### src/sv/ple_pkg.sv
// Shared types, codes and sizes for the positional list engine.
package ple_pkg;

	// List size and the index and count widths that follow from it.
	localparam int CAPACITY = 16;
	localparam int IDX_W    = $clog2(CAPACITY);
	localparam int CNT_W    = $clog2(CAPACITY + 1);

	// Fixed field widths of the item and result formats.
	localparam int CMD_W   = 2;
	localparam int POS_W   = 5;
	localparam int WORD_W  = 32;
	localparam int STAT_W  = 2;
	localparam int FIDX_W  = 4;
	localparam int LEN_W   = 5;

	// Width used to compare positions against cell indexes and the count.
	localparam int CMP_W = (CNT_W > POS_W) ? CNT_W : POS_W;

	// Stream data widths, rounded up to whole bytes.
	localparam int IN_BITS   = CMD_W + POS_W + WORD_W;
	localparam int OUT_BITS  = STAT_W + WORD_W + FIDX_W + LEN_W;
	localparam int IN_TDATA_W  = ((IN_BITS + 7) / 8) * 8;
	localparam int OUT_TDATA_W = ((OUT_BITS + 7) / 8) * 8;

	// Operation codes.
	typedef enum logic [CMD_W-1:0] {
		CMD_INSERT = 2'd0,
		CMD_DELETE = 2'd1,
		CMD_SEARCH = 2'd2,
		CMD_READ   = 2'd3
	} ple_op_t;

	// Result status codes.
	typedef enum logic [STAT_W-1:0] {
		ST_OK      = 2'd0,
		ST_FULL    = 2'd1,
		ST_BADPOS  = 2'd2,
		ST_MISSING = 2'd3
	} ple_status_t;

	// Controller states.
	typedef enum logic [2:0] {
		S_IDLE = 3'b001,
		S_EXEC = 3'b010,
		S_OUT  = 3'b100
	} ple_state_t;

	// Commands from the controller to the datapath.
	typedef struct packed {
		logic load;
		logic exec;
	} ple_ctl_t;

endpackage

### src/sv/ple_ctrl.sv
// Controller state machine that sequences one list operation at a time.
module ple_ctrl
	import ple_pkg::*;
(
	input  logic     clk,
	input  logic     arst_n,
	input  logic     s_tvalid,
	output logic     s_tready,
	output logic     m_tvalid,
	input  logic     m_tready,
	output ple_ctl_t ctl
);

	ple_state_t state_q;
	ple_state_t state_d;

	// Next state: take an item, run it, then hold the result until the transfer.
	always_comb begin
		state_d = state_q;
		case (state_q)
			S_IDLE: begin
				if (s_tvalid) state_d = S_EXEC;
			end
			S_EXEC: begin
				state_d = S_OUT;
			end
			S_OUT: begin
				if (m_tready) state_d = S_IDLE;
			end
			default: begin
				state_d = S_IDLE;
			end
		endcase
	end

	always_ff @(posedge clk or negedge arst_n) begin
		if (!arst_n) begin
			state_q <= S_IDLE;
		end else begin
			state_q <= state_d;
		end
	end

	// Handshake and datapath commands.
	assign s_tready = (state_q == S_IDLE);
	assign m_tvalid = (state_q == S_OUT);
	assign ctl.load = (state_q == S_IDLE) && s_tvalid;
	assign ctl.exec = (state_q == S_EXEC);

endmodule

### src/sv/ple_dpath.sv
// Datapath: the row of list cells, the count, and the result registers.
module ple_dpath
	import ple_pkg::*;
(
	input  logic                     clk,
	input  logic                     arst_n,
	input  ple_ctl_t                 ctl,
	input  logic [CMD_W-1:0]         command,
	input  logic [POS_W-1:0]         position,
	input  logic signed [WORD_W-1:0] value,
	output logic [STAT_W-1:0]        status,
	output logic signed [WORD_W-1:0] data_out,
	output logic [FIDX_W-1:0]        found_index,
	output logic [LEN_W-1:0]         length
);

	// Operation registers, loaded on the input transfer.
	ple_op_t             op_q;
	logic [POS_W-1:0]    pos_q;
	logic [WORD_W-1:0]   val_q;

	// List state.
	logic [WORD_W-1:0]   cells_q [CAPACITY];
	logic [CNT_W-1:0]    occ_q;

	// Result registers, written in the execute cycle.
	ple_status_t         stat_q;
	logic [WORD_W-1:0]   data_q;
	logic [CAPACITY-1:0] hit_q;
	logic                srch_q;

	logic [CMP_W-1:0]    pos_x;
	logic [CMP_W-1:0]    occ_x;
	logic                is_full;
	logic                ins_ok;
	logic                del_ok;
	logic                in_range;
	logic [WORD_W-1:0]   sel_word;
	logic [CAPACITY-1:0] hit_d;
	logic [IDX_W-1:0]    fidx;

	always_ff @(posedge clk) begin
		if (ctl.load) begin
			op_q  <= ple_op_t'(command);
			pos_q <= position;
			val_q <= value;
		end
	end

	// Range checks against the live count.
	assign pos_x    = CMP_W'(pos_q);
	assign occ_x    = CMP_W'(occ_q);
	assign is_full  = (occ_x >= CMP_W'(CAPACITY));
	assign in_range = (pos_x < occ_x);
	assign ins_ok   = ctl.exec && (op_q == CMD_INSERT) && !is_full && (pos_x <= occ_x);
	assign del_ok   = ctl.exec && (op_q == CMD_DELETE) && in_range;
	assign sel_word = cells_q[pos_x[IDX_W-1:0]];

	// Each cell compares against the search word in parallel.
	always_comb begin
		for (int i = 0; i < CAPACITY; i++) begin
			hit_d[i] = (cells_q[i] == val_q) && (CMP_W'(i) < occ_x);
		end
	end

	// Cells above the position take their lower neighbor on insert; cells from it up take their upper one on delete.
	for (genvar g = 0; g < CAPACITY; g++) begin : g_cell
		always_ff @(posedge clk) begin
			if (ins_ok) begin
				if (CMP_W'(g) == pos_x) begin
					cells_q[g] <= val_q;
				end else if (CMP_W'(g) > pos_x) begin
					cells_q[g] <= cells_q[(g > 0) ? g - 1 : 0];
				end
			end else if (del_ok) begin
				if ((CMP_W'(g) >= pos_x) && (g < CAPACITY - 1)) begin
					cells_q[g] <= cells_q[(g < CAPACITY - 1) ? g + 1 : g];
				end
			end
		end
	end

	// Live count.
	always_ff @(posedge clk or negedge arst_n) begin
		if (!arst_n) begin
			occ_q <= '0;
		end else if (ins_ok) begin
			occ_q <= occ_q + CNT_W'(1);
		end else if (del_ok) begin
			occ_q <= occ_q - CNT_W'(1);
		end
	end

	// Status, word and match vector of the operation.
	always_ff @(posedge clk) begin
		if (ctl.exec) begin
			hit_q  <= hit_d;
			srch_q <= (op_q == CMD_SEARCH);
			case (op_q)
				CMD_INSERT: begin
					data_q <= '0;
					if (is_full) begin
						stat_q <= ST_FULL;
					end else if (pos_x > occ_x) begin
						stat_q <= ST_BADPOS;
					end else begin
						stat_q <= ST_OK;
					end
				end
				CMD_DELETE, CMD_READ: begin
					if (in_range) begin
						stat_q <= ST_OK;
						data_q <= sel_word;
					end else begin
						stat_q <= ST_BADPOS;
						data_q <= '0;
					end
				end
				CMD_SEARCH: begin
					data_q <= '0;
					stat_q <= (hit_d != '0) ? ST_OK : ST_MISSING;
				end
				default: begin
					data_q <= '0;
					stat_q <= ST_BADPOS;
				end
			endcase
		end
	end

	// Lowest matching cell wins.
	always_comb begin
		fidx = '0;
		for (int i = CAPACITY - 1; i >= 0; i--) begin
			if (hit_q[i]) fidx = IDX_W'(i);
		end
	end

	assign status      = stat_q;
	assign data_out    = data_q;
	assign found_index = srch_q ? FIDX_W'(fidx) : '0;
	assign length      = LEN_W'(occ_q);

endmodule

### src/sv/positional_list_engine_unit.sv
// Top level of the positional list engine: ordered list with insert, delete, search, read.
//
//   channel   direction  carries
//   s_axis    in         command, position, value
//   m_axis    out        status, data_out, found_index, length
//
// Each item passes through the input transfer, the execute state in the
// cell row, and the output transfer; a stall on m_axis extends the last step.
// The controller takes a new item only after the previous result transfer.
// Reset empties the list; cell contents are not cleared.
module positional_list_engine_unit
	import ple_pkg::*;
(
	input  logic                   clk,
	input  logic                   arst_n,
	input  logic                   s_axis_tvalid,
	output logic                   s_axis_tready,
	// command [1:0], position [6:2], value [38:7], zero fill above
	input  logic [IN_TDATA_W-1:0]  s_axis_tdata,
	output logic                   m_axis_tvalid,
	input  logic                   m_axis_tready,
	// status [1:0], data_out [33:2], found_index [37:34], length [42:38], zero fill above
	output logic [OUT_TDATA_W-1:0] m_axis_tdata
);

	ple_ctl_t                 ctl;
	logic [STAT_W-1:0]        status;
	logic signed [WORD_W-1:0] data_out;
	logic [FIDX_W-1:0]        found_index;
	logic [LEN_W-1:0]         length;

	ple_ctrl u_ctrl (
		.clk      (clk),
		.arst_n   (arst_n),
		.s_tvalid (s_axis_tvalid),
		.s_tready (s_axis_tready),
		.m_tvalid (m_axis_tvalid),
		.m_tready (m_axis_tready),
		.ctl      (ctl)
	);

	ple_dpath u_dpath (
		.clk         (clk),
		.arst_n      (arst_n),
		.ctl         (ctl),
		.command     (s_axis_tdata[CMD_W-1:0]),
		.position    (s_axis_tdata[CMD_W +: POS_W]),
		.value       (s_axis_tdata[CMD_W + POS_W +: WORD_W]),
		.status      (status),
		.data_out    (data_out),
		.found_index (found_index),
		.length      (length)
	);

	// Result fields packed from the lowest bit up.
	assign m_axis_tdata = OUT_TDATA_W'({length, found_index, data_out, status});

endmodule
### config.mk
export PLATFORM = sky130hd
export DESIGN_NAME = positional_list_engine_unit
export DESIGN_NICKNAME = d
export VERILOG_FILES = /design/src/sv/ple_pkg.sv /design/src/sv/ple_ctrl.sv /design/src/sv/ple_dpath.sv /design/src/sv/positional_list_engine_unit.sv
export SDC_FILE = /design/constraint.sdc
export NUM_CORES = 2
export LEC_CHECK = 0
export BUFFER_PORTS_ARGS = -buffer_cell sky130_fd_sc_hd__clkbuf_2
export CAP_MARGIN = 25
export CORE_ASPECT_RATIO = 1.5
export CORE_MARGIN = 2
export CORE_UTILIZATION = 40
export CTS_BUF_LIST = sky130_fd_sc_hd__clkbuf_4 sky130_fd_sc_hd__clkbuf_8
export DETAILED_ROUTE_END_ITERATION = 10
export GPL_ROUTABILITY_DRIVEN = 0
export PLACE_DENSITY = 0.55
export SYNTH_ARGS = -nofsm -noshare
export SYNTH_HDL_FRONTEND = slang
export SYNTH_HIERARCHICAL = 1
export SYNTH_SLANG_ARGS = --single-unit
### constraint.sdc
create_clock -name clk -period 7.1 [get_ports clk]
set_clock_uncertainty 0.15 [all_clocks]
set_input_delay 1.065 -clock clk [delete_from_list [all_inputs] [get_ports clk]]
set_output_delay 1.065 -clock clk [all_outputs]
set_load 0.1 [all_outputs]
==> key figures <==
Die
  • Die W: about 260 um
  • Initial Util: 0.402
  • Cell row count: 141
  • IO Pins: 94
  • DIE HEIGHT: about 390 um
  • Core area: 98,100 um2
  • Full die area: between 100,000 and 150,000 um2

Critical path
  • Critical-path maximum fanout: 32
  • Worst EP required: around 7500 ps
  • Family with the most delay on the worst path: compound AO/OA/AOI/OAI gates
  • CP Cell Sequence: inv_1 > ha_1 > and4_1 > a21o_1 > a21o_1 > a2111o_1 > nor2_4 > o21ai_4 > buf_4 > mux2i_1 > o21ai_0
  • Most used cell, CP: a21o_1
  • Crit Path Class: register to register
  • Endpoint class of the critical path: register
  • Worst Setup Start Kind: register
  • Buf/Inv on CP: 2
  • Slowest-stage cell, CP: nor2_4
  • Crit path largest cell delay: approximately 880 ps
  • Arr. time, crit path: ~5300 ps

STA
  • Slew Viols, Final: 0
  • Hold Fails Final Rpt: 0
  • Setup_tns: 0 ps
  • Slew headroom: 0.242
  • Slew @ Worst Pin: 1130 ps
  • Final period util: 0.697
  • Final Setup Violations: 0
  • Max Clock Freq: 202 MHz
  • RSZ-0062 raised after global routing: false
  • Final min period: about 5000 ps

Cells and area
  • Commonest non-fill, non-tap cell in the layout: edfxtp_1
  • Multi-input gate area: 19,900 um2
  • Finished Core Util: 0.441
  • Share of layout cells above drive strength 1: 0.180
  • P&R area growth vs syn: 9.53%
  • Storage cell area: 18,400 um2
  • Highest-count cells in the layout ignoring fill and taps: 602 x edfxtp_1, 448 x mux2i_1, 366 x xor2_1, 306 x nand2_1, 273 x o21ai_0
  • Layout fillers: about 9,400
  • Nets: ~3,400

Detailed routing
  • DR vias/cell: slightly above 6
  • Met2 Wirelength: between 70,000 and 80,000 um
  • DRT Wirelength: between 150,000 and 200,000 um
  • DR top layer: met4
  • DR vias: approximately 29,000
  • M1 wire length: roughly 57,000 um
  • DRC: 0
  • Initial DRC count: between 3,000 and 4,000
  • DRT Pass-1 Iters: 6
  • Drt wl/cell: around 34 um
  • Met3 routed WL: roughly 11,000 um
  • Post-DRT Antenna Nets: 0

CTS
  • Num Clock Sinks: just over 600
  • Clock latency on the worst-skew pair: roughly 810 ps
  • Post-CTS sizing: 0
  • Clock Path Buffers: 3
  • CTS clk-pin slew, worst paths: 70 ps
  • TritonCTS clock tree: done
  • H-tree level count: 3
  • Num CTS Buffers: 104
  • # Post-CTS Setup Buffers: 0
  • Clk root buf: clkbuf_8

Synth
  • Synth top area share: 0.458
  • Yosys top cell by area: edfxtp_1
  • Average cell area after synthesis: around 12 um2
  • Yosys warns: 6
  • Synth Flop Type: edfxtp_1
  • Ys async rst share: 0.0130
  • Seq/Total Area, Yosys: 0.465
  • #FFs+latches synth: 614
  • EDFF count, synth: approximately 600
  • Mapped Cells: 3,418
  • Post-synthesis cell area: 39,500 um2
  • Synth top area cells: edfxtp_1 46%, mux2i_1 11%, mux4_2 9.1%
  • Unique masters post-synth: between 60 and 70

Global routing
  • Pin count of the biggest net entering global routing: approximately 110
  • Total GRT Usage: 0.323
  • Initial antenna violation count: 5
  • Vias in the first global route: about 28,000
  • First-pass GRT wire length: about 220,000 um
  • GR Overflow Total: 0

Place
  • Post-DP HPWL: about 120,000 um
  • PortBufs: 87

Status
  • Status: finished, final reports clean

Job
  • Max-cap check violation count: 0

Worst hold path
  • Min-Delay Path Class: input pin to register

Power and ir drop
  • Leakage: 15.9 nW
  • Max rail drop VDD: about 0.17 mV
  • PwrDens: 294 nW/um2
layer usage:
metal,up-vias,track usage
met4,0,0.284
met5,-,0
met1,14500,0.367
met3,419,0.0474
met2,1572,0.526
li1,12500,-
cell usage after synthesis, drive strengths merged (2+ instances only):
cell type and n:
a21o 5, nand2b 5, xor2 366, nor2b 35, and3 2, nand3 26, or4 2, nor2 186
inv 13, xnor2 149, and4bb 2, nor4 103, or2 4, clkbuf 195, nand4 46, mux2i 448
o21ai 300, a2111oi 6, and4 3, nor3 26, and2 5, nand2 317, mux2 67, dfxtp 4
mux4 160, buf 126, a21oi 175, o21bai 3, dfrtp 7, ha 8, edfxtp 602, nor3b 3
state kept, by name, summed over array words and instances (netlist names), named ones only:
name,count
u_dpath/data_out,32
u_dpath/srch_q,1
u_dpath/cells_q,512
u_dpath/op_q,2
u_dpath/length,5
u_dpath/hit_q,16
u_dpath/pos_q,5
u_dpath/val_q,32
u_dpath/status,2
u_ctrl/state_q,3
where the power goes:
part           internal [mW]  leakage, nW  switching [mW]
clock network           1.69         1.08            1.62
registers               4.37         5.58           0.308
logic                   1.63         9.29            3.08
total                   7.69         15.9            5.01
area by class of cell:
class / instances / share of cell area
antenna: 2 / 0.000116
clock buffer: 138 / 0.0402
clock inverter: 51 / 0.00709
inverter: 13 / 0.00113
multi-input combinational: 2474 / 0.461
sequential: 614 / 0.425
tap: 1287 / 0.0372
timing repair buffer: 183 / 0.0283
metrics by stage:
step	std cells	setup WS [ps]	hold WS [ps]	area (um2)	total power, mW
after floorplan	3422	765	410	39500	7.62
after global placement	4564	2300	427	41100	9.27
final	4762	2150	279	43200	12.7
after global routing	4761	2060	282	43200	13.1
after detailed placement	4567	2220	443	41100	9.32
after CTS	4757	2200	226	43200	12.6
final timing paths:
kind,slack [ps],depth (start not counted),to,startpoint
max in group asynchronous,6010,2,u_ctrl/state_q[0],arst_n
worst max register to register,2150,11,u_dpath/cells_q[9][14],u_dpath/length[4]
worst min register to register,450,2,u_dpath/cells_q[14][4],u_dpath/cells_q[15][4]
worst max-delay path,2150,11,u_dpath/cells_q[9][14],u_dpath/length[4]
worst min-delay path,280,1,u_dpath/val_q[19],s_axis_tdata[26]
min in group asynchronous,510,2,u_dpath/length[4],arst_n
kinds of logic (layout without fill, tap and decap cells):
| family | Yosys count | in the layout | share of synthesized area |
|---|---|---|---|
| flip-flops | 614 | 614 | 0.465 |
| multiplexers | 675 | 675 | 0.224 |
| XOR/XNOR | 515 | 515 | 0.114 |
| buffers and inverters | 334 | 385 | 0.0362 |
| AND/OR/NAND/NOR | 770 | 770 | 0.0911 |
| adder cells (fa/ha/maj) | 8 | 8 | 0.00254 |
| other | 1 | 7 | 0.0000950 |
| AO/OA/AOI/OAI | 501 | 501 | 0.0667 |
repair_timing:
item | in CTS | in global routing
hold buffers | 1 | 0
hold endpoints to repair | 7 | 0
setup endpoints to repair | 0 | 0
Power figures use the tool's default switching activity.
